===== config.mk =====
export PLATFORM = sky130hd
export DESIGN_NAME = galvo_raster_scan_generator_top
export DESIGN_NICKNAME = d
export VERILOG_FILES = /design/src/design/grs_pkg.sv /design/src/design/galvo_raster_scan_generator_top.sv
export SDC_FILE = /design/constraint.sdc
export NUM_CORES = 1
export LEC_CHECK = 0
export ABC_AREA = 1
export BUFFER_PORTS_ARGS = -buffer_cell sky130_fd_sc_hd__buf_2
export CAP_MARGIN = 5
export CORE_MARGIN = 4
export CORE_UTILIZATION = 58
export CTS_BUF_LIST = sky130_fd_sc_hd__clkbuf_2 sky130_fd_sc_hd__clkbuf_4 sky130_fd_sc_hd__clkbuf_8
export DETAILED_ROUTE_END_ITERATION = 8
export PLACE_DENSITY = 0.83
export SLEW_MARGIN = 30
export SYNTH_ARGS = -nofsm -noshare
export SYNTH_HDL_FRONTEND = slang
export SYNTH_SLANG_ARGS = --single-unit

===== constraint.sdc =====
create_clock -name clk -period 5.73 [get_ports clk]
set_input_delay 1.146 -clock clk [delete_from_list [all_inputs] [get_ports clk]]
set_output_delay 1.146 -clock clk [all_outputs]
set_load 0.02 [all_outputs]

===== src/design/grs_pkg.sv =====
// shared types, codes and reset values of the galvo raster scan generator
package grs_pkg;

  // default mirror converter resolution
  localparam int unsigned DAC_BITS_DEF = 8;

  // input word command codes
  typedef enum logic [1:0] {
    CMD_START   = 2'd0,
    CMD_ADVANCE = 2'd1,
    CMD_STOP    = 2'd2,
    CMD_PATTERN = 2'd3
  } cmd_t;

  // configuration register indexes
  localparam int unsigned REG_IDX_BITS = 3;
  typedef logic [REG_IDX_BITS-1:0] reg_idx_t;
  localparam reg_idx_t REG_X_START      = 3'd0;
  localparam reg_idx_t REG_X_END        = 3'd1;
  localparam reg_idx_t REG_X_STEP       = 3'd2;
  localparam reg_idx_t REG_Y_START      = 3'd3;
  localparam reg_idx_t REG_Y_END        = 3'd4;
  localparam reg_idx_t REG_Y_STEP       = 3'd5;
  localparam reg_idx_t REG_PHASE_WINDOW = 3'd6;
  localparam reg_idx_t REG_FRAME_COUNT  = 3'd7;

  // configuration reset values
  localparam logic [7:0]  RST_X_START      = 8'd0;
  localparam logic [7:0]  RST_X_END        = 8'd255;
  localparam logic [7:0]  RST_X_STEP       = 8'd5;
  localparam logic [7:0]  RST_Y_START      = 8'd0;
  localparam logic [7:0]  RST_Y_END        = 8'd255;
  localparam logic [7:0]  RST_Y_STEP       = 8'd5;
  localparam logic [31:0] RST_PHASE_WINDOW = 32'd327685;
  localparam logic [15:0] RST_FRAME_COUNT  = 16'd1;

  // pattern index divisor
  localparam logic [7:0] PATTERN_DIV = 8'd255;

endpackage


===== src/design/galvo_raster_scan_generator_top.sv =====
// galvo raster scan generator: point sequencer with registered result word
//
//  channel  | ports                                              | direction
//  ---------+----------------------------------------------------+----------
//  input    | in_valid in_ready in_cmd in_continuous             | in
//           | in_pattern_index                                   |
//  result   | out_valid out_ready out_x_pos out_y_pos            | out
//           | out_point_valid out_last_point out_scanning        |
//  config   | cfg_we cfg_index cfg_wdata                         | in
//
// one input word per cycle unless stalled; its result word appears in the cycle
// after it is taken; a single result register follows the counter/step logic.
// a new word is taken whenever the result register is empty or being drained.
// rst_n is synchronous, active low; all registers but the payload take defaults.
// a stalled result holds its word and blocks further input until taken.
module galvo_raster_scan_generator_top #(
  parameter int unsigned DAC_BITS = grs_pkg::DAC_BITS_DEF
) (
  input  logic                        clk,
  input  logic                        rst_n,
  input  logic                        in_valid,
  output logic                        in_ready,
  input  logic [1:0]                  in_cmd,
  input  logic                        in_continuous,
  input  logic [15:0]                 in_pattern_index,
  output logic                        out_valid,
  input  logic                        out_ready,
  output logic [DAC_BITS-1:0]         out_x_pos,
  output logic [DAC_BITS-1:0]         out_y_pos,
  output logic                        out_point_valid,
  output logic                        out_last_point,
  output logic                        out_scanning,
  input  logic                        cfg_we,
  input  logic [grs_pkg::REG_IDX_BITS-1:0] cfg_index,
  input  logic [31:0]                 cfg_wdata
);
  import grs_pkg::*;

  localparam int unsigned XW = DAC_BITS + 1;
  localparam int unsigned YW = DAC_BITS + 3;

  // configuration registers
  logic [7:0]  x_start_r, x_end_r, x_step_r, y_start_r, y_end_r, y_step_r;
  logic [31:0] phase_window_r;
  logic [15:0] frame_count_r;

  // scan state
  logic        scan_running_r, scan_running_nxt;
  logic        repeat_mode_r, repeat_mode_nxt;
  logic [15:0] frames_left_r, frames_left_nxt;
  logic [7:0]  x_phase_r, x_phase_nxt;
  logic [7:0]  y_phase_r, y_phase_nxt;
  logic [7:0]  column_r, column_nxt;
  logic [7:0]  row_r, row_nxt;
  logic        parity_r, parity_nxt;

  // result register
  logic                out_valid_r;
  logic [DAC_BITS-1:0] x_pos_r, x_pos_nxt;
  logic [DAC_BITS-1:0] y_pos_r, y_pos_nxt;
  logic                point_valid_r, point_valid_nxt;
  logic                last_point_r, last_point_nxt;

  logic       accept;
  cmd_t       cmd;
  logic [7:0] pw_x_min, pw_x_max, pw_y_min, pw_y_max;
  logic signed [9:0] x_lim, y_lim;
  logic [8:0] col_sum, row_sum;
  logic       col_less, row_less, raster_empty;
  logic [8:0] yv;
  logic [XW-1:0] x_sum_w;
  logic [YW-1:0] y_rise_w;
  logic signed [YW-1:0] y_fall_w;

  // pattern divide by 255
  logic [16:0] q_est_sum, q_prod, rem_est;
  logic [8:0]  q_est, q_fix;
  logic        rem_over;
  logic [7:0]  rem_fix;
  logic [YW-1:0] q_w, rem_w;

  assign in_ready = !out_valid_r || out_ready;
  assign accept   = in_valid && in_ready;
  assign cmd      = cmd_t'(in_cmd);

  assign pw_x_min = phase_window_r[7:0];
  assign pw_x_max = phase_window_r[15:8];
  assign pw_y_min = phase_window_r[23:16];
  assign pw_y_max = phase_window_r[31:24];

  // limits and counter steps
  assign x_lim    = $signed({2'b00, x_end_r}) - $signed({2'b00, x_step_r});
  assign y_lim    = $signed({2'b00, y_end_r}) - $signed({2'b00, y_step_r});
  assign col_sum  = {1'b0, column_r} + {1'b0, x_step_r};
  assign row_sum  = {1'b0, row_r} + {1'b0, y_step_r};
  assign col_less = $signed({1'b0, col_sum}) < x_lim;
  assign row_less = $signed({1'b0, row_sum}) < y_lim;

  assign raster_empty = (pw_x_min > pw_x_max) || (pw_y_min > pw_y_max) ||
                        ($signed({2'b00, x_start_r}) >= x_lim) ||
                        ($signed({2'b00, y_start_r}) >= y_lim);

  // point coordinates
  assign yv       = {1'b0, row_r} + {1'b0, y_phase_r};
  assign x_sum_w  = {{(XW-8){1'b0}}, column_r} + {{(XW-8){1'b0}}, x_phase_r};
  assign y_rise_w = {{(YW-9){1'b0}}, yv};
  assign y_fall_w = $signed({{(YW-10){y_lim[9]}}, y_lim}) -
                    $signed({{(YW-9){1'b0}}, yv});

  // quotient estimate never overshoots and is at most one short
  assign q_est_sum = {1'b0, in_pattern_index} + {9'd0, in_pattern_index[15:8]} + 17'd1;
  assign q_est     = q_est_sum[16:8];
  assign q_prod    = {q_est, 8'd0} - {8'd0, q_est};
  assign rem_est   = {1'b0, in_pattern_index} - q_prod;
  assign rem_over  = rem_est >= {9'd0, PATTERN_DIV};
  assign q_fix     = q_est + {8'd0, rem_over};
  assign rem_fix   = rem_over ? 8'(rem_est - {9'd0, PATTERN_DIV}) : rem_est[7:0];
  assign q_w       = {{(YW-9){1'b0}}, q_fix};
  assign rem_w     = {{(YW-8){1'b0}}, rem_fix};

  // next scan state and result word
  always_comb begin
    scan_running_nxt = scan_running_r;
    repeat_mode_nxt  = repeat_mode_r;
    frames_left_nxt  = frames_left_r;
    x_phase_nxt      = x_phase_r;
    y_phase_nxt      = y_phase_r;
    column_nxt       = column_r;
    row_nxt          = row_r;
    parity_nxt       = parity_r;
    x_pos_nxt        = '0;
    y_pos_nxt        = '0;
    point_valid_nxt  = 1'b0;
    last_point_nxt   = 1'b0;
    unique case (cmd)
      CMD_START: begin
        repeat_mode_nxt  = in_continuous;
        frames_left_nxt  = in_continuous ? 16'd0 : frame_count_r;
        x_phase_nxt      = pw_x_min;
        y_phase_nxt      = pw_y_min;
        column_nxt       = x_start_r;
        row_nxt          = y_start_r;
        parity_nxt       = 1'b0;
        scan_running_nxt = !raster_empty;
      end
      CMD_ADVANCE: begin
        if (scan_running_r) begin
          x_pos_nxt       = x_sum_w[DAC_BITS-1:0];
          y_pos_nxt       = parity_r ? y_fall_w[DAC_BITS-1:0]
                                     : y_rise_w[DAC_BITS-1:0];
          point_valid_nxt = 1'b1;
          parity_nxt      = !parity_r;
          // nested counters, innermost first
          if (row_less) begin
            row_nxt = row_sum[7:0];
          end else begin
            row_nxt = y_start_r;
            if (col_less) begin
              column_nxt = col_sum[7:0];
            end else begin
              column_nxt = x_start_r;
              if (y_phase_r < pw_y_max) begin
                y_phase_nxt = y_phase_r + 8'd1;
              end else begin
                y_phase_nxt = pw_y_min;
                if (x_phase_r < pw_x_max) begin
                  x_phase_nxt = x_phase_r + 8'd1;
                end else begin
                  x_phase_nxt = pw_x_min;
                  priority if (frames_left_r != 16'd0) begin
                    frames_left_nxt = frames_left_r - 16'd1;
                  end else if (repeat_mode_r) begin
                    column_nxt = x_start_r;
                    row_nxt    = y_start_r;
                    parity_nxt = 1'b0;
                  end else begin
                    scan_running_nxt = 1'b0;
                    last_point_nxt   = 1'b1;
                  end
                end
              end
            end
          end
        end
      end
      CMD_STOP: begin
        scan_running_nxt = 1'b0;
      end
      CMD_PATTERN: begin
        x_pos_nxt       = q_w[DAC_BITS-1:0];
        y_pos_nxt       = rem_w[DAC_BITS-1:0];
        point_valid_nxt = 1'b1;
      end
    endcase
  end

  // configuration writes
  always_ff @(posedge clk) begin
    if (!rst_n) begin
      x_start_r      <= RST_X_START;
      x_end_r        <= RST_X_END;
      x_step_r       <= RST_X_STEP;
      y_start_r      <= RST_Y_START;
      y_end_r        <= RST_Y_END;
      y_step_r       <= RST_Y_STEP;
      phase_window_r <= RST_PHASE_WINDOW;
      frame_count_r  <= RST_FRAME_COUNT;
    end else if (cfg_we) begin
      unique case (cfg_index)
        REG_X_START:      x_start_r      <= cfg_wdata[7:0];
        REG_X_END:        x_end_r        <= cfg_wdata[7:0];
        REG_X_STEP:       x_step_r       <= cfg_wdata[7:0];
        REG_Y_START:      y_start_r      <= cfg_wdata[7:0];
        REG_Y_END:        y_end_r        <= cfg_wdata[7:0];
        REG_Y_STEP:       y_step_r       <= cfg_wdata[7:0];
        REG_PHASE_WINDOW: phase_window_r <= cfg_wdata;
        REG_FRAME_COUNT:  frame_count_r  <= cfg_wdata[15:0];
      endcase
    end
  end

  // scan state update on each taken word
  always_ff @(posedge clk) begin
    if (!rst_n) begin
      scan_running_r <= 1'b0;
      repeat_mode_r  <= 1'b0;
      frames_left_r  <= '0;
      x_phase_r      <= '0;
      y_phase_r      <= '0;
      column_r       <= '0;
      row_r          <= '0;
      parity_r       <= 1'b0;
    end else if (accept) begin
      scan_running_r <= scan_running_nxt;
      repeat_mode_r  <= repeat_mode_nxt;
      frames_left_r  <= frames_left_nxt;
      x_phase_r      <= x_phase_nxt;
      y_phase_r      <= y_phase_nxt;
      column_r       <= column_nxt;
      row_r          <= row_nxt;
      parity_r       <= parity_nxt;
    end
  end

  // result register valid
  always_ff @(posedge clk) begin
    if (!rst_n) begin
      out_valid_r <= 1'b0;
    end else if (in_ready) begin
      out_valid_r <= accept;
    end
  end

  // result register payload
  always_ff @(posedge clk) begin
    if (accept) begin
      x_pos_r       <= x_pos_nxt;
      y_pos_r       <= y_pos_nxt;
      point_valid_r <= point_valid_nxt;
      last_point_r  <= last_point_nxt;
    end
  end

  assign out_valid       = out_valid_r;
  assign out_x_pos       = x_pos_r;
  assign out_y_pos       = y_pos_r;
  assign out_point_valid = point_valid_r;
  assign out_last_point  = last_point_r;
  assign out_scanning    = scan_running_r;

endmodule


# Word level (Yosys, flattened, before mapping)
# Cells that the tools add are included.
# totals
register_bits,166
elab_cells,144
# op_classes
addsub,16
magnitude_cmp,9
eq_ne,16
n_mux,51
bitwise,2
n_reduce_logical,29
# ops
operator,count
$mux 8,18
$mux 16,7
$pmux 8 s2,6
$pmux 16 s2,1
$lt 10x9->1,2
$reduce_and 2->1,10
$add 8x8->9,2
$ge 9x9->1,2
$sub 8x8->9,2
$add 16x8->17,1
$add 17x1->17 const B,1
$ge 17x8->1 const B,1
$sub 16x17->17,1
$sub 17x9->17,1
$add 8x1->8 const B,2
$add 8x8->8,2
$gt 8x8->1,2
$lt 8x8->1,2
$mux 1,16
$reduce_bool 16->1,1
$sub 16x1->16 const B,1
$eq 3x3->1 const B,4
$ne 2x2->1 const B,6
$add 8x1->8,1
other kinds (22),31

# Longest topological paths before layout
# logic_depth
depth_word,9
ltp_mapped,39
depth_no_buf,38

# Worst setup path before layout
# Ideal clock, no wire load.
# synth_path
path_kind,in2reg
from,in in_pattern_index[5]
to,"reg x_pos_r[7], in the netlist out_x_pos[7] (data pin)"
t_arrival_ns,5.149
required_time_ns,5.463
setup_slack_ns,0.314
path_stages,35
path_buffers,1
cell_sequence,ha_1 nand2_1 inv_1 a21oi_1 nand2_1 nand2_1 nand2_1 inv_1 nor2_1 nand3_1 inv_1 ha_1 inv_1 ha_1 inv_1 ha_1 or2_1 nand3_1 nand2_1 nand2_1 nand2_1 nor2_2 nand3_1 nand2_1 nor2_1 nand3_2 buf_6 ha_1 nand3_1 nor2_1 inv_1 nor3_1 nand2_1 o21ai_0 o21ai_0
# synth_between
elab_chain_len,7
# synth_lines
element,line_no,rtl
from (decl),galvo_raster_scan_generator_top.sv:25,"input logic [15:0] in_pattern_index,"
$add 16x8->17,galvo_raster_scan_generator_top.sv:111,"assign q_est_sum = {1'b0, in_pattern_index} + {9'd0, in_pattern_index[15:8]} + 17'd1;"
$add 17x1->17,galvo_raster_scan_generator_top.sv:111,
$sub 17x9->17,galvo_raster_scan_generator_top.sv:113,"assign q_prod = {q_est, 8'd0} - {8'd0, q_est};"
$sub 16x17->17,galvo_raster_scan_generator_top.sv:114,"assign rem_est = {1'b0, in_pattern_index} - q_prod;"
$ge 17x8->1,galvo_raster_scan_generator_top.sv:115,"assign rem_over = rem_est >= {9'd0, PATTERN_DIV};"
$add 8x1->8 *,galvo_raster_scan_generator_top.sv:116,"assign q_fix = q_est + {8'd0, rem_over};"
$pmux 8 s2 *,galvo_raster_scan_generator_top.sv:135,unique case (cmd)
net x_pos_nxt[7],galvo_raster_scan_generator_top.sv:59,"logic [DAC_BITS-1:0] x_pos_r, x_pos_nxt;"
to (signal assigned),galvo_raster_scan_generator_top.sv:257,x_pos_r <= x_pos_nxt;
to (decl),galvo_raster_scan_generator_top.sv:59,
# The timed path passes the listed nets; every way through them passes the cells marked *.
# A chain may end at the register's enable or synchronous reset.

# Worst setup path in the final report
# layout_path
from,in in_pattern_index[13]
to,"reg x_pos_r[6], in the netlist out_x_pos[6] (data pin)"
# The elaborated chain is that of the path after synthesis.

==> summary.md <==
| Metric | Value |
|---|---|
| Outcome | `complete, no violations` |
| Final nets | `2108` |
| Type of origin of the critical path | `input pin` |
| Cell area after synthesis | `approximately 0.013 mm^2` |
| Tcrit/Tclk final | `0.927` |
| Placed cells | `2139` |
| Pleak | `6.70 nW` |
| Peak VDD IR | `0.000162 V` |
| Power Total | `3.09 mW` |
| Avg Cell Area, Syn | `7.00 um^2` |
| Most common cell on crit path | `nand2_1` |
| Storage cell area | `0.00350 mm^2` |
| Worst setup EP type | `register` |
| GP Congestion | `0.962` |
| Top cells by area, synth | `dfxtp_1 (23%), ha_1 (16%), nand2_1 (10%)` |
| Final hold violations | `0` |
| Crit path buffers/inverters | `5` |
| Die Wd | `156 um` |
| Largest net degree at the start of global routing | `79` |
| Overall routing resource usage | `0.284` |
| Post-layout min period | `roughly 5300 ps` |
| Cells after synthesis | `1811` |
| Main synth FF type | `dfxtp_1` |
| Post-DP HPWL | `about 27000 um` |
| CP max-delay cell | `ha_1` |
| Core Area | `0.0213 mm^2` |
| Total wire length | `34600 um` |
| Sequential share of power | `0.410` |
| Clock Path Buffers | `2` |
| Multi-input gate area | `0.00798 mm^2` |
| CTS tree | `done` |
| Syn. warnings | `0` |
| Worst EP arrival | `roughly 5600 ps` |
| Syn Nets | `2036` |
| Sequential fraction of the synthesis area | `0.276` |
| Worst-Margin Slew | `between 900 and 1000 ps` |
| Initial DRC Count | `858` |
| Vias | `12344` |
| CP required | `6010 ps` |
| Pre-CTS setup slack | `-110 ps` |
| Post-route design area | `0.0138 mm^2` |
| CTS H-tree depth | `4` |
| Most frequent cell after synthesis | `nand2_1` |
| Starting Density | `0.595` |
| Sw frac | `0.373` |
| Clock Tree Root | `clkbuf_8` |
| Row count | `53` |
| Async S/R FF share, synth | `0` |
| Max-cap viol count | `0` |
| Delay of the slowest cell on the worst path | `300 ps` |
| # clock sinks | `166` |
| Post-DP Area | `~0.013 mm^2` |
| Switch Pwr | `1.15 mW` |
| Fin cells | `2171` |
| Commonest cells post-synth | `nand2_1 (353), inv_1 (256), a21oi_1 (180), nor2_1 (165), ha_1 (159)` |
| Clock-pin slew on the worst setup and hold paths | `100 ps` |
| Post-synth EDFFs | `18` |
| # diodes | `0` |
| CP max FO | `5` |
| Comb power frac | `0.310` |
| Synth top area share | `0.234` |
| Slew Viols, Final | `0` |
| #FFs+latches synth | `roughly 170` |
| Setup TNS | `0 ps` |
| Slew headroom | `0.349` |
| Vias in the first global route | `~12000` |
| Setup violators final | `0` |
| WL per Instance | `15.9 um` |
| Hold_buf cts | `0` |
| Antenna violations before repair | `1` |
| Die area | `0.0243 mm^2` |
| Largest area contributor in the netlist | `dfxtp_1` |
| WS Path Type | `in -> reg` |
| Worst Setup Slack, final | `~420 ps` |
| # IOs | `80` |
| Worst-Skew Late Latency | `around 470 ps` |
| Pwr Density | `224 mW/mm^2` |
| Grt total ovfl | `0` |
| Worst hold path class | `reg -> reg` |
| F_max | `0.188 GHz` |
| Residual DRC | `0` |
| # port buffers | `79` |
| First-pass GRT wire length | `between 50000 and 60000 um` |
| Post-synth cell types | `58` |
| Share of layout cells above drive strength 1 | `0.107` |
| Worst Clk Skew | `16.9 ps` |
| Filler instances | `1876` |
| Pre-antenna DRT Iters | `8` |
| Clock Power Share | `0.281` |
| Synth-to-Final Area Change | `8.80%` |
| CP top delay family | `simple AND/OR/NAND/NOR gates` |
| Pint | `1.94 mW` |
| Via density | `5.69` |
| Number of routed nets with antenna violations | `0` |
| Die Span Y | `156 um` |
| Total CTS buffers | `17` |
-- kinds of logic (layout without fill, tap and decap cells) --
kind of cell	Yosys count	in the layout	synth area share
adders and majority gates	166	166	0.168
DFF	166	166	0.276
xor gates and xnor gates	64	64	0.0448
and+or+nand+nor	710	710	0.245
buffers and inverters	312	397	0.0961
muxes	1	1	0.000790
AOI/OAI and AO/OA	392	392	0.169
-- per-layer routing --
layer | GRT usage | vias up | part of all wire
met5 | 0 | - | 0.00035
met1 | 0.358 | 5686 | 0.42
met3 | 0.0444 | 85 | 0.072
li1 | - | 6122 | -
met2 | 0.487 | 449 | 0.47
met4 | 0.118 | 2 | 0.037
-- final timing paths --
| check | from | endpoint | slack, ps | cells after the start |
|---|---|---|---|---|
| max | in_pattern_index[13] | out_x_pos[6] | 420 | 34 |
| min | frame_count_r[5] | frame_count_r[5] | 460 | 2 |
| max reg2reg | x_step_r[2] | y_phase_r[5] | 1430 | 20 |
| min reg2reg | frame_count_r[5] | frame_count_r[5] | 460 | 2 |
-- repair_timing --
item,in CTS,in global routing
gates resized for setup,0,10
hold endpoints to repair,0,0
setup endpoints to repair,0,2
setup buffers,0,0
-- placed cells by master (no fill, tap or decap), types with 15 or more instances in the layout --
cell type | synthesis | routed
clkbuf_8 | 0 | 17
o211ai_1 | 15 | 15
buf_2 | 7 | 78
nor2_2 | 24 | 28
xnor2_1 | 22 | 22
nand2_1 | 353 | 352
xor2_1 | 41 | 41
edfxtp_1 | 18 | 18
nand3_1 | 91 | 90
a21oi_1 | 180 | 179
o21ai_0 | 145 | 145
inv_1 | 256 | 256
buf_4 | 1 | 24
dfxtp_1 | 148 | 148
nor2_1 | 165 | 161
ha_1 | 159 | 157
nand4_1 | 22 | 22
-- state kept, by name, indices dropped and copies added (netlist names), 8 cells and up --
| register | count |
|---|---|
| y_phase_r | 8 |
| y_end_r | 8 |
| frame_count_r | 16 |
| row_r | 8 |
| frames_left_r | 16 |
| y_step_r | 8 |
| y_start_r | 8 |
| column_r | 8 |
| x_start_r | 8 |
| out_y_pos | 8 |
| phase_window_r | 32 |
| x_step_r | 8 |
| out_x_pos | 8 |
| x_end_r | 8 |
| x_phase_r | 8 |
-- power by group through the flow --
stage / logic [mW] / registers [mW] / clock network [mW]
after floorplan: 0.673 / 1.30 / 0
after global placement: 0.912 / 1.29 / 0
after detailed placement: 0.935 / 1.29 / 0
after CTS: 0.942 / 1.27 / 0.874
after global routing: 1.09 / 1.27 / 0.920
final: 0.958 / 1.27 / 0.868
-- per-stage QoR --
step,utilization,hold slack (ps)
final,0.648,463
after global routing,0.648,489
after CTS,0.646,465
after detailed placement,0.628,450
after global placement,0.628,444
after floorplan,-,425
-- worst reg2reg max path, cell delays in order (launching register included) --
cell	delay [ps]
dfxtp_1	380
inv_1	80
ha_1	340
a21oi_1	160
nand2_1	100
a21oi_1	130
o21bai_1	100
nand2_1	70
nand2_1	50
a21oi_1	150
xor2_1	260
ha_1	300
a221oi_1	290
nand2_1	90
a31oi_1	240
nand2_2	140
inv_1	90
nand2_1	370
nand2_1	570
o21ai_0	160
a21oi_1	160
-- area by class of cell --
class | count | area share
Clock buffer | 18 | 0.0175
Tap cell | 275 | 0.0250
Inverter | 263 | 0.0718
Timing Repair Buffer | 102 | 0.0414
Clock inverter | 14 | 0.0113
Multi-Input combinational cell | 1333 | 0.579
Sequential cell | 166 | 0.254
Power figures use the tool's default switching activity.
